`src/rtl/chbd_pkg.sv`:
```
// Shared types, constants and helpers of the chunked body decoder.
// Depends on nothing; every other file of the block imports it.
package chbd_pkg;

    localparam int unsigned BodyLimitW = 32;
    localparam int unsigned LineLimitW = 10;
    localparam int unsigned AccumW     = BodyLimitW + 4;

    localparam logic [BodyLimitW-1:0] BODY_LIMIT_RST = 32'd33554432;
    localparam logic [LineLimitW-1:0] LINE_LIMIT_RST = 10'd266;

    localparam logic [7:0] CH_CR   = 8'h0D;
    localparam logic [7:0] CH_LF   = 8'h0A;
    localparam logic [7:0] CH_SEMI = 8'h3B;

    typedef enum logic [1:0] {
        PH_SIZE  = 2'd0,
        PH_DATA  = 2'd1,
        PH_CRLF  = 2'd2,
        PH_TRAIL = 2'd3
    } phase_t;

    typedef enum logic [2:0] {
        ERR_NONE      = 3'd0,
        ERR_SIZE_LINE = 3'd1,
        ERR_BAD_HEX   = 3'd2,
        ERR_CHUNK_CAP = 3'd3,
        ERR_NO_DIGITS = 3'd4,
        ERR_BODY_CAP  = 3'd5,
        ERR_NO_CRLF   = 3'd6,
        ERR_TRAIL_LINE = 3'd7
    } err_t;

    typedef enum logic [1:0] {
        FAULT_NONE = 2'd0,
        FAULT_HEX  = 2'd1,
        FAULT_CAP  = 2'd2
    } fault_t;

    typedef enum logic {
        CFG_BODY_LIMIT = 1'b0,
        CFG_LINE_LIMIT = 1'b1
    } cfg_idx_t;

    typedef struct packed {
        logic       req_type;
        logic [7:0] data_byte;
    } item_t;

    typedef struct packed {
        logic       byte_consumed;
        logic       payload_valid;
        logic [7:0] payload_byte;
        logic       done_res;
        err_t       error_code;
    } result_t;

    // Bit 4 flags a valid hex digit, bits 3:0 hold its value.
    function automatic logic [4:0] hex_decode(input logic [7:0] b);
        logic [4:0] r;
        r = 5'b0;
        if (b >= 8'h30 && b <= 8'h39) begin
            r = {1'b1, 4'(b - 8'h30)};
        end else if (b >= 8'h61 && b <= 8'h66) begin
            r = {1'b1, 4'(b - 8'h57)};
        end else if (b >= 8'h41 && b <= 8'h46) begin
            r = {1'b1, 4'(b - 8'h37)};
        end
        return r;
    endfunction

endpackage

```
`src/rtl/chbd_in_stage.sv`:
```
// Input register of the chunked body decoder: holds one accepted word
// until the decode engine takes it. Depends on chbd_pkg.
module chbd_in_stage (
    input  logic            aclk,
    input  logic            aresetn,
    input  logic            s_valid,
    output logic            s_ready,
    input  chbd_pkg::item_t s_item,
    output logic            item_valid,
    input  logic            item_ready,
    output chbd_pkg::item_t item
);
    import chbd_pkg::*;

    logic  valid_reg;
    logic  valid_next;
    item_t item_reg;
    logic  take;
    logic  load;

    assign take    = valid_reg && item_ready;
    assign s_ready = !valid_reg || item_ready;
    assign load    = s_valid && s_ready;

    always_comb begin
        valid_next = valid_reg;
        if (load) begin
            valid_next = 1'b1;
        end else if (take) begin
            valid_next = 1'b0;
        end
    end

    always_ff @(posedge aclk) begin
        if (!aresetn) begin
            valid_reg <= 1'b0;
        end else begin
            valid_reg <= valid_next;
        end
    end

    always_ff @(posedge aclk) begin
        if (load) begin
            item_reg <= s_item;
        end
    end

    assign item_valid = valid_reg;
    assign item       = item_reg;

endmodule

```
`src/rtl/chbd_engine.sv`:
```
// Decode engine: framing state, one-word-per-cycle decode while res_ready keeps the
// result register free, and the result register. Depends on chbd_pkg.
module chbd_engine (
    input  logic                                aclk,
    input  logic                                aresetn,
    input  logic [chbd_pkg::BodyLimitW-1:0]     body_limit,
    input  logic [chbd_pkg::LineLimitW-1:0]     line_limit,
    input  logic                                item_valid,
    output logic                                item_ready,
    input  chbd_pkg::item_t                     item,
    output logic                                res_valid,
    input  logic                                res_ready,
    output chbd_pkg::result_t                   res
);
    import chbd_pkg::*;

    phase_t                phase_reg, phase_next;
    logic                  halted_reg, halted_next;
    logic [BodyLimitW-1:0] bytes_owed_reg, bytes_owed_next;
    logic [BodyLimitW-1:0] body_total_reg, body_total_next;
    logic                  crlf_count_reg, crlf_count_next;
    logic [LineLimitW-1:0] line_count_reg, line_count_next;
    logic [AccumW-1:0]     size_accum_reg, size_accum_next;
    logic                  digit_seen_reg, digit_seen_next;
    logic                  scan_stopped_reg, scan_stopped_next;
    fault_t                size_fault_reg, size_fault_next;
    logic                  first_was_cr_reg, first_was_cr_next;
    logic                  res_valid_reg, res_valid_next;
    result_t               res_reg, res_next;

    logic                  advance;
    logic [4:0]            hex;
    logic [BodyLimitW-1:0] owed_dec;
    logic                  go_trail, go_data, go_crlf, go_size;
    err_t                  err;

    assign item_ready = !res_valid_reg || res_ready;
    assign advance    = item_valid && item_ready;
    assign hex        = hex_decode(item.data_byte);
    assign owed_dec   = bytes_owed_reg - BodyLimitW'(bytes_owed_reg != '0);

    // Datapath and result of one word.
    always_comb begin
        bytes_owed_next   = bytes_owed_reg;
        body_total_next   = body_total_reg;
        crlf_count_next   = crlf_count_reg;
        line_count_next   = line_count_reg;
        size_accum_next   = size_accum_reg;
        digit_seen_next   = digit_seen_reg;
        scan_stopped_next = scan_stopped_reg;
        size_fault_next   = size_fault_reg;
        first_was_cr_next = first_was_cr_reg;
        res_next          = '0;
        err               = ERR_NONE;
        go_trail          = 1'b0;
        go_data           = 1'b0;
        go_crlf           = 1'b0;
        go_size           = 1'b0;
        if (item.req_type) begin
            bytes_owed_next   = '0;
            body_total_next   = '0;
            crlf_count_next   = 1'b0;
            line_count_next   = '0;
            size_accum_next   = '0;
            digit_seen_next   = 1'b0;
            scan_stopped_next = 1'b0;
            size_fault_next   = FAULT_NONE;
            first_was_cr_next = 1'b0;
        end else if (!halted_reg) begin
            unique case (phase_reg)
                PH_SIZE: begin
                    if (item.data_byte != CH_LF) begin
                        if (line_count_reg >= line_limit) begin
                            err = ERR_SIZE_LINE;
                        end else begin
                            res_next.byte_consumed = 1'b1;
                            line_count_next = line_count_reg + 1'b1;
                            if (!scan_stopped_reg && size_fault_reg == FAULT_NONE) begin
                                if (item.data_byte == CH_CR || item.data_byte == CH_SEMI) begin
                                    scan_stopped_next = 1'b1;
                                end else if (!hex[4]) begin
                                    size_fault_next = FAULT_HEX;
                                end else begin
                                    // The accumulator never exceeds the cap before the
                                    // shift, so the top nibble drops nothing.
                                    size_accum_next = {size_accum_reg[AccumW-5:0], hex[3:0]};
                                    digit_seen_next = 1'b1;
                                    if (size_accum_next > {4'b0, body_limit}) begin
                                        size_fault_next = FAULT_CAP;
                                    end
                                end
                            end
                        end
                    end else begin
                        res_next.byte_consumed = 1'b1;
                        if (size_fault_reg == FAULT_HEX) begin
                            err = ERR_BAD_HEX;
                        end else if (size_fault_reg == FAULT_CAP) begin
                            err = ERR_CHUNK_CAP;
                        end else if (!digit_seen_reg) begin
                            err = ERR_NO_DIGITS;
                        end else if (size_accum_reg == '0) begin
                            go_trail = 1'b1;
                        end else begin
                            go_data = 1'b1;
                            bytes_owed_next = size_accum_reg[BodyLimitW-1:0];
                        end
                        line_count_next   = '0;
                        size_accum_next   = '0;
                        digit_seen_next   = 1'b0;
                        scan_stopped_next = 1'b0;
                        size_fault_next   = FAULT_NONE;
                        first_was_cr_next = 1'b0;
                    end
                end
                PH_DATA: begin
                    if (body_total_reg >= body_limit) begin
                        err = ERR_BODY_CAP;
                    end else begin
                        res_next.byte_consumed = 1'b1;
                        res_next.payload_valid = 1'b1;
                        res_next.payload_byte  = item.data_byte;
                        body_total_next        = body_total_reg + 1'b1;
                        bytes_owed_next        = owed_dec;
                        if (owed_dec == '0) begin
                            go_crlf         = 1'b1;
                            crlf_count_next = 1'b0;
                        end
                    end
                end
                PH_CRLF: begin
                    res_next.byte_consumed = 1'b1;
                    if (item.data_byte != (crlf_count_reg ? CH_LF : CH_CR)) begin
                        err = ERR_NO_CRLF;
                    end else if (!crlf_count_reg) begin
                        crlf_count_next = 1'b1;
                    end else begin
                        crlf_count_next = 1'b0;
                        go_size         = 1'b1;
                    end
                end
                PH_TRAIL: begin
                    if (item.data_byte != CH_LF) begin
                        if (line_count_reg >= line_limit) begin
                            err = ERR_TRAIL_LINE;
                        end else begin
                            res_next.byte_consumed = 1'b1;
                            if (line_count_reg == '0) begin
                                first_was_cr_next = (item.data_byte == CH_CR);
                            end
                            line_count_next = line_count_reg + 1'b1;
                        end
                    end else begin
                        res_next.byte_consumed = 1'b1;
                        if (line_count_reg == '0 ||
                            (line_count_reg == LineLimitW'(1) && first_was_cr_reg)) begin
                            res_next.done_res = 1'b1;
                        end
                        line_count_next   = '0;
                        first_was_cr_next = 1'b0;
                    end
                end
                default: begin
                    err = ERR_NONE;
                end
            endcase
        end
        res_next.error_code = err;
    end

    // Framing phase and halt flag.
    always_comb begin
        phase_next  = phase_reg;
        halted_next = halted_reg;
        if (item.req_type) begin
            phase_next  = PH_SIZE;
            halted_next = 1'b0;
        end else begin
            priority if (go_trail) begin
                phase_next = PH_TRAIL;
            end else if (go_data) begin
                phase_next = PH_DATA;
            end else if (go_crlf) begin
                phase_next = PH_CRLF;
            end else if (go_size) begin
                phase_next = PH_SIZE;
            end else begin
                phase_next = phase_reg;
            end
            if (err != ERR_NONE || res_next.done_res) begin
                halted_next = 1'b1;
            end
        end
    end

    always_comb begin
        res_valid_next = res_valid_reg;
        if (advance) begin
            res_valid_next = 1'b1;
        end else if (res_ready) begin
            res_valid_next = 1'b0;
        end
    end

    always_ff @(posedge aclk) begin
        if (!aresetn) begin
            phase_reg        <= PH_SIZE;
            halted_reg       <= 1'b0;
            bytes_owed_reg   <= '0;
            body_total_reg   <= '0;
            crlf_count_reg   <= 1'b0;
            line_count_reg   <= '0;
            size_accum_reg   <= '0;
            digit_seen_reg   <= 1'b0;
            scan_stopped_reg <= 1'b0;
            size_fault_reg   <= FAULT_NONE;
            first_was_cr_reg <= 1'b0;
            res_valid_reg    <= 1'b0;
        end else begin
            res_valid_reg <= res_valid_next;
            if (advance) begin
                phase_reg        <= phase_next;
                halted_reg       <= halted_next;
                bytes_owed_reg   <= bytes_owed_next;
                body_total_reg   <= body_total_next;
                crlf_count_reg   <= crlf_count_next;
                line_count_reg   <= line_count_next;
                size_accum_reg   <= size_accum_next;
                digit_seen_reg   <= digit_seen_next;
                scan_stopped_reg <= scan_stopped_next;
                size_fault_reg   <= size_fault_next;
                first_was_cr_reg <= first_was_cr_next;
            end
        end
    end

    always_ff @(posedge aclk) begin
        if (advance) begin
            res_reg <= res_next;
        end
    end

    assign res_valid = res_valid_reg;
    assign res       = res_reg;

    // An error or the end of the trailers stops the decoder.
    assert property (@(posedge aclk) disable iff (!aresetn)
        advance && res_next.error_code != ERR_NONE |=> halted_reg)
        else $error("decoder did not halt after an error");

    assert property (@(posedge aclk) disable iff (!aresetn)
        advance && res_next.done_res |=> halted_reg && phase_reg == PH_TRAIL)
        else $error("decoder did not halt after the final blank line");

    // A halted decoder keeps its framing state until a restart.
    assert property (@(posedge aclk) disable iff (!aresetn)
        advance && halted_reg && !item.req_type |=> $stable(phase_reg) && halted_reg)
        else $error("halted decoder changed state");

    // A payload chunk always has bytes left while in the payload phase.
    assert property (@(posedge aclk) disable iff (!aresetn)
        phase_reg == PH_DATA |-> bytes_owed_reg != '0)
        else $error("payload phase with nothing owed");

endmodule

```
`src/rtl/http_chunked_body_decoder.sv`:
```
// Top level of the HTTP/1.1 chunked body decoder: configuration registers,
// input register and decode engine. Depends on chbd_pkg, chbd_in_stage, chbd_engine.
//
//  Channel | Ports                                   | Moves
//  --------+-----------------------------------------+------------------------------
//  s_      | s_valid/s_ready, s_req_type, s_data_byte | one raw body byte or restart
//  m_      | m_valid/m_ready, m_byte_consumed, ...   | one result word per input word
//  cfg_    | cfg_we, cfg_index, cfg_data             | register write, no handshake
//
// One word is taken per clock while m_ready keeps the result register free. A word is
// decoded straight out of the input register and its result is registered in the result
// register, from which it leaves on the m_ handshake. The single decode stage updates the
// framing state from one word at a time. Reset (aresetn low, synchronous) empties
// both registers, sets the decoder to expect a size line and loads the register
// defaults. A stalled m_ready holds the result and, one word later, s_ready falls.
module http_chunked_body_decoder (
    input  logic                            aclk,
    input  logic                            aresetn,
    // Configuration write port.
    input  logic                            cfg_we,
    input  logic                            cfg_index,
    input  logic [chbd_pkg::BodyLimitW-1:0] cfg_data,
    // Input words.
    input  logic                            s_valid,
    output logic                            s_ready,
    input  logic                            s_req_type,
    input  logic [7:0]                      s_data_byte,
    // Result words.
    output logic                            m_valid,
    input  logic                            m_ready,
    output logic                            m_byte_consumed,
    output logic                            m_payload_valid,
    output logic [7:0]                      m_payload_byte,
    output logic                            m_done_res,
    output logic [2:0]                      m_error_code
);
    import chbd_pkg::*;

    logic [BodyLimitW-1:0] body_limit_reg;
    logic [LineLimitW-1:0] line_limit_reg;

    item_t   s_item;
    item_t   item;
    logic    item_valid;
    logic    item_ready;
    result_t res;

    // The user must write the registers only while the decoder is idle (the block does not
    // enforce it), so a write takes effect on the next word without further care.
    always_ff @(posedge aclk) begin
        if (!aresetn) begin
            body_limit_reg <= BODY_LIMIT_RST;
            line_limit_reg <= LINE_LIMIT_RST;
        end else if (cfg_we) begin
            unique case (cfg_idx_t'(cfg_index))
                CFG_BODY_LIMIT: body_limit_reg <= cfg_data;
                CFG_LINE_LIMIT: line_limit_reg <= cfg_data[LineLimitW-1:0];
                default:        body_limit_reg <= body_limit_reg;
            endcase
        end
    end

    assign s_item.req_type  = s_req_type;
    assign s_item.data_byte = s_data_byte;

    chbd_in_stage u_in_stage (
        .aclk       (aclk),
        .aresetn    (aresetn),
        .s_valid    (s_valid),
        .s_ready    (s_ready),
        .s_item     (s_item),
        .item_valid (item_valid),
        .item_ready (item_ready),
        .item       (item)
    );

    chbd_engine u_engine (
        .aclk       (aclk),
        .aresetn    (aresetn),
        .body_limit (body_limit_reg),
        .line_limit (line_limit_reg),
        .item_valid (item_valid),
        .item_ready (item_ready),
        .item       (item),
        .res_valid  (m_valid),
        .res_ready  (m_ready),
        .res        (res)
    );

    assign m_byte_consumed = res.byte_consumed;
    assign m_payload_valid = res.payload_valid;
    assign m_payload_byte  = res.payload_byte;
    assign m_done_res      = res.done_res;
    assign m_error_code    = res.error_code;

endmodule
```
`config.mk`:
```
export PLATFORM = sky130hd
export DESIGN_NAME = http_chunked_body_decoder
export DESIGN_NICKNAME = d
export VERILOG_FILES = /design/src/rtl/chbd_pkg.sv /design/src/rtl/chbd_in_stage.sv /design/src/rtl/chbd_engine.sv /design/src/rtl/http_chunked_body_decoder.sv
export SDC_FILE = /design/constraint.sdc
export NUM_CORES = 1
export LEC_CHECK = 0
export BUFFER_PORTS_ARGS = -buffer_cell sky130_fd_sc_hd__buf_4
export CAP_MARGIN = 40
export CORE_MARGIN = 2
export CORE_UTILIZATION = 50
export CTS_BUF_LIST = sky130_fd_sc_hd__clkbuf_16
export DETAILED_ROUTE_END_ITERATION = 6
export PLACE_DENSITY_LB_ADDON = 0.2
export SKIP_CTS_REPAIR_TIMING = 1
export SYNTH_ARGS = -nofsm -noshare
export SYNTH_HDL_FRONTEND = slang
export SYNTH_SLANG_ARGS = --single-unit
```
`constraint.sdc`:
```
create_clock -name aclk -period 3.6 [get_ports aclk]
set_input_delay 0.18 -clock aclk [delete_from_list [all_inputs] [get_ports aclk]]
set_output_delay 0.18 -clock aclk [all_outputs]
set_load 0.03 [all_outputs]
```
### Yosys cells after proc, flatten, opt, wreduce, memory -nomap -nowiden

Index checks and enable logic that the tools add are counted.
W data, S select, Z words.

* $add $sub $neg: 6
* order comparisons: 9
* eq/ne operators: 28
* mux-type cells: 126
* bitwise logic cells: 2
* reduce and logical (&&, ||, !) cells: 48

Operator list (number)
* $mux W32: 12
* $mux W36: 8
* $mux W1: 67
* $pmux W32 S2: 1
* $mux W10: 6
* $gt A36 B32 Y1: 1
* $logic_not A36 Y1: 1
* $mux W3: 11
* $add A32 B1 Y32 const B: 1
* $ge A32 B32 Y1: 1
* $logic_not A32 Y1: 1
* $reduce_bool A32 Y1: 1
* $sub A32 B1 Y32: 1
* $mux W2: 14
* $ne A3 B3 Y1 const B: 8
* $reduce_and A6 Y1: 3
* $ge A8 B7 Y1 const B: 2
* $le A8 B7 Y1 const B: 2
* $mux W5: 3
* $ne A3 B2 Y1 const B: 5
* $reduce_and A7 Y1: 2
* $ne A4 B4 Y1 const B: 3
* $pmux W3 S4: 1
* $reduce_bool A2 Y1: 6
* other kinds (30): 58

* flip-flop bits (word level): 186
* input bits: 47
* word-level logic and storage cells: 241

### Logic depth before layout (Yosys ltp)

Gate-level depths: netlist of run 1.

* depth after elaboration: 15
* gate-level depth with buffers: 16
* depth with buffers taken out: 15

### Cells and area by module

Synthesis of run 1 repeated with hierarchy kept, for this count alone.

* cell total of the unflattened synthesis: 1299
* area total of the unflattened synthesis: 11071.9 um^2

Modules (own cells, without submodules)
* chbd_engine: times used 1, cells an instance 1109, area an instance 9059.9 um^2, sequential area each 2822.7 um^2
* http_chunked_body_decoder: times used 1, cells an instance 176, area an instance 1684.1 um^2, sequential area each 840.8 um^2
* chbd_in_stage: times used 1, cells an instance 14, area an instance 327.8 um^2, sequential area each 290.3 um^2

### Worst setup path after synthesis of run 1

Ideal clock, no wire load.

* kind: register -> register
* start: register u_engine.bytes_owed_reg[20]
* end: register u_engine.crlf_count_reg
* arrival time: 3.120 ns
* data required time: 3.528 ns
* slack: 0.409 ns
* cell stages (with the launch flop): 16
* buffers on the path: 1
* period minus slack after synthesis: 3.191 ns
* path through: dfxtp_1 > clkbuf_1 > nor4_1 > nand4_1 > nor2_1 > nand3_1 > ha_1 > ha_1 > nor4bb_1 > nand4_1 > nor4_1 > and2_1 > and4_1 > nand3_1 > a21oi_1 > mux2i_1

* word-level cells in the longest chain between the ends: 5

RTL lines
* start: declaration: line chbd_engine.sv:19 `logic [BodyLimitW-1:0] bytes_owed_reg, bytes_owed_next;`
* start signal: assignment: line chbd_engine.sv:224 `bytes_owed_reg <= bytes_owed_next;`
* $reduce_bool A32 Y1: line chbd_engine.sv:40 `assign owed_dec = bytes_owed_reg - BodyLimitW'(bytes_owed_reg != '0);`
* $sub A32 B1 Y32 (*): line chbd_engine.sv:40
* $logic_not A32 Y1 (*): line chbd_engine.sv:125 `if (owed_dec == '0) begin`
* $ne A3 B2 Y1 (no source line) (*)
* $reduce_and A6 Y1 (no source line) (*)
* end signal: assignment: line chbd_engine.sv:226 `crlf_count_reg <= crlf_count_next;`
* end: declaration: line chbd_engine.sv:21 `logic crlf_count_reg, crlf_count_next;`

Every way passes the cells marked *; elsewhere a longest branch is shown, timed or not.
A chain may end at the register's enable or synchronous reset.

### Worst setup path after layout of run 1

* start: register u_engine.bytes_owed_reg[4]
* end: register u_engine.phase_reg[1]

* word-level cells in the longest chain between the ends: 12
* elaborated cells on any way between the ends: 14
* classes of those cells: add/sub (1); mux (9); reduce/logical (4)

RTL lines
* $reduce_bool A32 Y1: line chbd_engine.sv:40
* $sub A32 B1 Y32 (*): line chbd_engine.sv:40
* $logic_not A32 Y1 (*): line chbd_engine.sv:125
* $mux W1 (*): line chbd_engine.sv:125
* $mux W1 (*): line chbd_engine.sv:117 `if (body_total_reg >= body_limit) begin`
* $mux W1 (*): line chbd_engine.sv:70 `unique case (phase_reg)`
* $mux W1 (*): line chbd_engine.sv:69 `end else if (!halted_reg) begin`
* $mux W1 (*): line chbd_engine.sv:59 `if (item.req_type) begin`
* $mux W2: line chbd_engine.sv:183 `end else if (go_crlf) begin`
* $mux W2: line chbd_engine.sv:181 `end else if (go_data) begin`
* $mux W2: line chbd_engine.sv:179 `priority if (go_trail) begin`
* $mux W2: line chbd_engine.sv:175 `if (item.req_type) begin`
* end signal: assignment: line chbd_engine.sv:222 `phase_reg <= phase_next;`
* end: declaration: line chbd_engine.sv:17 `phase_t phase_reg, phase_next;`

Marks and branches as above.

==> run metrics, run 1 <==
port bufs 62; Die X 151 um; final core utilization 0.587; Starting Density 0.513; placement row count 53; number of global-route vias before repair 9021; CP dominant cell by count ha_1; first-pass GRT wire length 46.2 mm; cell taking the most area after synthesis dfxtp_1; antenna violations before repair 0; Max Clock Skew ~0.015 ns; Setup-failing EPs final 0; number of fill cells in the layout between 1500 and 2000; NumNets Final between 1000 and 1500; P&R area growth vs syn 14.3%; critical path's top delay family simple AND/OR/NAND/NOR gates; yosys warns 0; Synth Flop Type dfxtp_1; TritonCTS Buffers 17; clk sinks roughly 190; most frequent cells in the layout nand2_1, dfxtp_1, buf_4; failing checks hold timing; FFs w/ async S/R, synth 0; share of cells above drive strength 1 0.121; Critical Path, Cell by Cell or3_1 -> nor4_1 -> nand3_1 -> ha_1 -> ha_1 -> or3b_2 -> nor2_1 -> nand4b_1 -> a211o_1 -> a22oi_1 -> and4_1 -> a32oi_1 -> o32ai_1; dominant cells by area after synthesis dfxtp_1, ha_1, edfxtp_1; detailed-route via count 9540; Yosys cell types 82; number of DRC markers in iteration 0 between 600 and 700; number of flip-flops under the largest register name 36; Worst setup EP type flip-flop; worst path arrival time 3.71 ns; top cell type's share of synthesized area 0.301; worst hold path class input pin to flip-flop; leak pwr between 0.005 and 0.006 uW; Clock Latency Late Sink 0.44 ns; largest net degree at the start of global routing 61; PD cells around 370 nW/um2; DIE HEIGHT 151 um; crit start category flip-flop; CTS root buf clkbuf_16; crit-path max FO 8; CP Class flip-flop to flip-flop; Max Cap Violations 0; CTS H-tree depth 4; post-synthesis sequential area ratio 0.364; wire length per cell 17.6 um; Worst Tran Pin Value 0.873 ns; status complete, but fails checks; total global-route track usage 0.256; CP required 3.94 ns; final period utilization 0.934; Ports 63; # DRC 0; Power Total ~4600 uW; grt ovf 0; minimum clock period 3.36 ns; Pins Over Slew Limit 0; synthesized area per cell 8.56 um2; placer's final routability congestion estimate 0.945; CP max-delay cell or3b_2; peak supply drop 0.000306 V; post-route insts no fill ~1600; Detailed Place HPWL between 20 and 25 mm; CP max stage delay 0.52 ns; Setup TNS 0 ns; remaining antenna violation count 0; First-pass DRT Iterations 5; Syn Inst Count approximately 1300; #FFs+latches synth 186; Mapped Area roughly 11000 um2; Post-synth EDFFs 23; Detailed Route WL 28.6 mm; footprint of the multi-input gates around 6400 um2; average via count per standard cell 5.87; unrepaired setup endpoints after global routing false; clk buf depth 2; Highest Clock Rate 297 MHz; worst path bufs/invs 0; hold slack -0.0139 ns; clock tree from TritonCTS done; ant diodes 0; Die Area 22900 um2; max_slew headroom 0.416; syn_nets 1408; most common cell after layout, fill and taps aside nand2_1; CTS clk-pin slew, worst paths around 0.070 ns; core footprint ~21000 um2; sequential cell area 3950 um2; Placed Cells 1584; final-report hold violation count 7
## cells by family (layout without fill, tap and decap cells)
group,count (synthesis),count (layout),share of synthesized area
buf+inv,129,211,0.0478
compound gates,305,305,0.199
simple gates,510,510,0.243
flops,186,186,0.364
mux,10,10,0.00922
fa+ha+maj,92,92,0.106
xor+xnor,37,37,0.0298
## stage by stage
| stage | hold WS, ns | worst slack, ns | cell area [um2] |
|---|---|---|---|
| 2_1_floorplan | 0.279 | 0.409 | 10900 |
| 3_5_place_dp | 0.359 | 0.284 | 11700 |
| 5_1_grt | 0.000342 | 0.00458 | 12400 |
| 6_report | -0.0139 | 0.236 | 12400 |
| 4_1_cts | -0.0994 | 0.250 | 12300 |
| 3_3_place_gp | 0.360 | 0.303 | 11700 |
## worst paths after layout
path	startpoint	end	slack, ns	cells after the start
hold reg to reg	body_limit_reg[10]	body_limit_reg[10]	0.46	2
hold / removal	cfg_data[3]	line_limit_reg[3]	-0.01	3
setup reg to reg	u_engine.bytes_owed_reg[4]	u_engine.phase_reg[1]	0.24	13
setup / recovery	u_engine.bytes_owed_reg[4]	u_engine.phase_reg[1]	0.24	13
## per-layer routing
layer	part of all wire	vias up	global-route usage	wire, um
li1	-	4753	-	-
met4	0.017	0	0.0720	478
met3	0.053	34	0.0431	1510
met5	0	-	0	0
met1	0.47	4487	0.352	13500
met2	0.46	266	0.415	13100
## report_power, final
group,internal [uW],switching [uW]
sequential,2140,30.5
clock,996,850
combinational,231,340
## area by class of cell
| type | count | share of cell area |
|---|---|---|
| repair buffers | 108 | 0.0704 |
| well taps | 275 | 0.0277 |
| clock inverters | 14 | 0.00938 |
| flip-flops and latches | 186 | 0.319 |
| multi-input cells | 954 | 0.516 |
| clock buffers | 18 | 0.0363 |
| inverters | 71 | 0.0215 |
## worst register-to-register path: cells and delay by family, from the launching register on
kind | cells | cell delay [ns]
AND/OR/NAND/NOR | 7 | 1.49
AO/OA/AOI/OAI | 4 | 0.87
flip-flops | 1 | 0.45
adder cells (fa/ha/maj) | 2 | 0.45
## Yosys cell counts, types with 8 or more instances
| library cell | instances |
|---|---|
| a21boi_0 | 50 |
| a21o_1 | 20 |
| a21oi_1 | 65 |
| a22o_1 | 38 |
| and2_1 | 17 |
| and3_1 | 15 |
| and4_1 | 8 |
| buf_2 | 12 |
| clkbuf_1 | 37 |
| dfxtp_1 | 163 |
| edfxtp_1 | 23 |
| ha_1 | 92 |
| inv_1 | 71 |
| mux2i_1 | 10 |
| nand2_1 | 176 |
| nand2b_1 | 13 |
| nand3_1 | 35 |
| nand4_1 | 34 |
| nor2_1 | 83 |
| nor2b_1 | 11 |
| nor3_1 | 29 |
| nor3b_1 | 10 |
| nor4_1 | 24 |
| o211ai_1 | 8 |
| o21ai_0 | 38 |
| o22ai_1 | 10 |
| or3_1 | 9 |
| xnor2_1 | 15 |
| xor2_1 | 22 |
Power figures use the tool's default switching activity.
==> run 2, diff against run 1 <==
Settings changed: REMOVE_ABC_BUFFERS set to 1, TNS_END_PERCENT set to 100.
==> run 2 against run 1 <==
  * Critical path depth decreased by 1
  * Highest routed layer unchanged
  * Maximum frequency increased by 0.42%
  * Critical endpoint is now u_engine.size_fault_reg[1]
  * The run still ends with hold timing left
  * Count of clock-buffer cells in the layout unchanged
  * Via count increased by 1.7%
==> run metrics, run 2 (same netlist as run 1, synthesis figures left out) <==
final worst slack 0.250 ns; number of global-route vias before repair 9180; hold path start cfg_data[25]; Worst Tran Pin Value 0.849 ns; Die Area 22900 um2; port bufs 62; worst hold path class input pin to flip-flop; number of flip-flops under the largest register name 36; reg2reg start u_in_stage.item[4]; worst-case reg-to-reg path depth 12; core footprint 21200 um2; crit start category flip-flop; Detailed Route WL roughly 29 mm; placement row count 53; number of DRC markers in iteration 0 705; status complete, but fails checks; Critical path origin u_in_stage.item[4]; total global-route track usage 0.259; Placed Cells 1589; first-pass GRT wire length 46.8 mm; # DRC 0; endpoint of the worst-slack reg-to-reg timing path u_engine.size_fault_reg[1]; flop2flop setup slack 0.25 ns; detailed-route via count 9701; Starting Density 0.513; share of cells above drive strength 1 0.132; crit-path max FO 6; Highest Clock Rate around 300 MHz; DIE HEIGHT 151 um; leak pwr 0.00518 uW; ant diodes 0; P&R area growth vs syn 15.9%; Ports 63; First-pass DRT Iterations 5; most frequent cells in the layout nand2_1, dfxtp_1, buf_4; Pins Over Slew Limit 0; most common cell after layout, fill and taps aside nand2_1; CP required ~3.9 ns; Max Cap Violations 0; Max Clock Skew 0.0111 ns; remaining antenna violation count 0; pre-CTS WS 0.155 ns; grt ovf 0; NumNets Final around 1500; Detailed Place HPWL roughly 21 mm; peak supply drop 0.000290 V; TritonCTS Buffers 17; clock tree from TritonCTS done; CTS clk-pin slew, worst paths 0.07 ns; antenna violations before repair 0; worst path arrival time 3.68 ns; wire length per cell ~18 um; placer's final routability congestion estimate approximately 0.91; Clock Latency Late Sink 0.44 ns; max_slew headroom 0.433; Power Total 4730 uW; minimum clock period 3.35 ns; clk sinks around 190; number of fill cells in the layout 1858; final period utilization 0.931; PD cells 376 nW/um2; average via count per standard cell 5.93; final-report hold violation count 1; CTS root buf clkbuf_16; hold endpoint body_limit_reg[25]; largest net degree at the start of global routing 54; post-route insts no fill 1635; Worst setup EP type flip-flop; clk buf depth 2; hold slack -0.00391 ns; Die X 151 um; CTS H-tree depth 4; failing checks hold timing; Setup-failing EPs final 0; CP Class flip-flop to flip-flop; Hold Path Depth 3
## run 2: report_power, final
group	internal, uW	switching [uW]
clock network	1100	869
registers	2140	28.8
logic	241	349
## run 2: cell type report
cell class / count / area, um2 / area share
multi-input cells: 954 / 6460 / 0.513
flip-flops and latches: 186 / 3960 / 0.315
repair buffers: 117 / 946 / 0.0752
clock buffers: 18 / 450 / 0.0358
well taps: 275 / 344 / 0.0273
inverters: 71 / 267 / 0.0212
clock inverters: 14 / 156 / 0.0124
## run 2: how the worst max path moves through the flow
stage / to / slack [ns] / depth (start not counted)
after floorplan: u_engine.body_total_reg[22] / -0.19 / 10
after global placement: u_engine.phase_reg[0] / 0.25 / 14
after detailed placement: u_engine.phase_reg[0] / 0.16 / 14
after CTS: u_engine.phase_reg[0] / 0.14 / 14
after global routing: u_engine.phase_reg[0] / -0.006 / 14
final: u_engine.size_fault_reg[1] / 0.25 / 12
## run 2: layer usage
| metal | share of wire | wire, um | GRT usage | vias up |
|---|---|---|---|---|
| li1 | - | - | - | 4780 |
| met1 | 0.45 | 12900 | 0.332 | 4582 |
| met2 | 0.48 | 13900 | 0.436 | 296 |
| met3 | 0.055 | 1580 | 0.0500 | 43 |
| met4 | 0.020 | 574 | 0.0869 | 0 |
| met5 | 0 | 0 | 0 | - |
## run 2: critical path, cell delays in order (launching register included)
cell,delay (ns)
edfxtp_1,0.46
or4b_2,0.73
a311oi_4,0.37
a22o_1,0.22
ha_1,0.24
nor2b_1,0.13
o21a_1,0.16
o21a_1,0.16
o21ai_0,0.15
a311oi_1,0.10
o21ai_0,0.18
a21oi_1,0.13
a32o_1,0.22
## run 2: through the flow
step / cell area (um2) / setup TNS, ns / util / hold WS (ns)
finish: 12600 / 0 / 0.595 / -0.00391
global route: 12600 / -0.00554 / 0.595 / 0.0000537
CTS: 12400 / 0 / 0.585 / -0.0983
detailed placement: 11800 / 0 / 0.556 / 0.359
global placement: 11800 / 0 / 0.555 / 0.360
floorplan: 10600 / -1.14 / - / 0.269
==> run 3, diff against run 2 <==
Settings changed: CORE_ASPECT_RATIO set to 0.5.
==> run 3 against run 2 <==
  * The run still ends with hold timing left
  * Die area rose by 0.31%
  * Critical path depth grew 1
  * Core utilization up 0.058 points
  * Largest cell class unchanged
  * Count of clock-buffer cells in the layout unchanged
  * Power increased by 1.6%
  * Clock power up 2%
  * Setup slack worse by 0.076 ns
==> run metrics, run 3 (same netlist as run 1, synthesis figures left out) <==
status complete, but fails checks; failing checks hold timing; PD cells 376 nW/um2; Worst setup EP type flip-flop; DR WL met3 1.75 mm; Hold Path Depth 3; sequential cell area 3960 um2; TritonCTS Buffers 17; crit start category flip-flop; final-report hold violation count 4; Clock Latency Late Sink between 0.4 and 0.5 ns; wire length on met2 13.9 mm; P&R area growth vs syn 17.9%; number of fill cells in the layout 1926; final core utilization 0.595; Ports 63; Net Sw Frac 0.265; final period utilization 0.952; footprint of the multi-input gates about 6500 um2; Die Area 23000 um2; first-pass GRT wire length 48.7 mm; CP max-delay cell or4b_2; number of DRC markers in iteration 0 838; Max Clock Skew 0.00698 ns; crit-path max FO 4; leak pwr 0.00526 uW; Worst Tran Pin Value 0.881 ns; peak supply drop 0.000253 V; Detailed Route WL 31.2 mm; total global-route track usage 0.274; most common cell after layout, fill and taps aside nand2_1; Seq pwr share 0.452; clock tree from TritonCTS done; CTS clk-pin slew, worst paths 0.07 ns; NumNets Final 1501; ant diodes 0; Max Cap Violations 0; wire length per cell 18.6 um; worst-case reg-to-reg path depth 13; CTS root buf clkbuf_16; number of flip-flops under the largest register name 36; number of global-route vias before repair 9196; CP dominant cell by count o21ai_0; core footprint approximately 21000 um2; First-pass DRT Iterations 7; Placed Cells roughly 1600; DIE HEIGHT 108 um; grt ovf 0; largest net degree at the start of global routing a little over 70; hold slack -0.0118 ns; share of cells above drive strength 1 0.135; Highest Clock Rate 292 MHz; # DRC 0; Setup TNS 0 ns; placement row count 38; CP max stage delay around 0.74 ns; Top Metal Used met4; placer's final routability congestion estimate between 0.8 and 0.9; antenna violations before repair 0; max_slew headroom 0.407; post-route insts no fill ~1700; Power Total 4810 uW; Detailed Place HPWL 22.9 mm; Die X 212 um; CP required 3.94 ns; Setup-failing EPs final 0; met1 wire length 15.2 mm; Clock power frac 0.418; CP Class flip-flop to flip-flop; clk buf depth 2; Starting Density 0.505; average via count per standard cell 5.92; CTS H-tree depth 4; Critical Path, Cell by Cell or4b_2 -> a311oi_4 -> buf_4 -> nand2_1 -> o21ai_0 -> ha_1 -> o21a_1 -> o21a_1 -> o21ai_0 -> a311oi_1 -> o21ai_0 -> a21oi_1 -> a32o_1; remaining antenna violation count 0; worst hold path class input pin to flip-flop; port bufs 62; minimum clock period roughly 3.4 ns; P_int 3530 uW; most frequent cells in the layout nand2_1, dfxtp_1, buf_4; combinational power share 0.129; Net Switching approximately 1300 uW; clk sinks 186; worst path arrival time 3.77 ns; Pins Over Slew Limit 0; detailed-route via count 9922
## run 3: cell types whose count changed in the layout (fill, tap and decap cells not counted), moves of 2 or more
cell,previous run,this run
dfxtp_2,5,2
buf_4,100,104
clkinv_4,3,1
dlygate4sd3_1,14,24
clkinv_2,1,4
dfxtp_1,158,161
## run 3: worst paths after layout
check | to | slack [ns] | startpoint
setup / recovery | u_engine.size_fault_reg[1] | 0.17 | u_in_stage.item[4]
hold / removal | body_limit_reg[19] | -0.01 | cfg_data[19]
setup reg to reg | u_engine.size_fault_reg[1] | 0.17 | u_in_stage.item[4]
hold reg to reg | body_limit_reg[19] | 0.47 | body_limit_reg[19]
## run 3: critical path: cells and delay by family (launching register included)
family | cells | cell delay, ns
AO/OA/AOI/OAI | 9 | 1.61
adder cells (fa/ha/maj) | 1 | 0.29
buffers and inverters | 1 | 0.18
flip-flops | 1 | 0.46
AND/OR/NAND/NOR | 2 | 0.79
## run 3: metal layers
metal  vias to the layer above  track usage
met4                         0       0.0714
met3                        40       0.0549
met5                         -            0
met1                      4806        0.387
met2                       276        0.427
li1                       4800            -
## run 3: cell type report
| cell class | count | area share |
|---|---|---|
| inverters | 71 | 0.0208 |
| well taps | 300 | 0.0293 |
| repair buffers | 132 | 0.0866 |
| clock inverters | 14 | 0.0129 |
| flip-flops and latches | 186 | 0.309 |
| clock buffers | 18 | 0.0352 |
| multi-input cells | 954 | 0.506 |
## run 3: stage by stage
step / cell area [um2] / worst slack, ns
2_1_floorplan: 10600 / -0.195
3_3_place_gp: 11800 / 0.196
3_5_place_dp: 11900 / 0.135
4_1_cts: 12500 / 0.0977
5_1_grt: 12800 / -0.0376
6_report: 12800 / 0.174
## run 3: power by group through the flow
stage	Sequential [uW]	Combinational (uW)	Clock, uW
after floorplan	2230	339	0
after global placement	2220	566	0
after detailed placement	2220	583	0
after CTS	2170	588	2040
after global routing	2180	685	2120
final	2170	622	2010
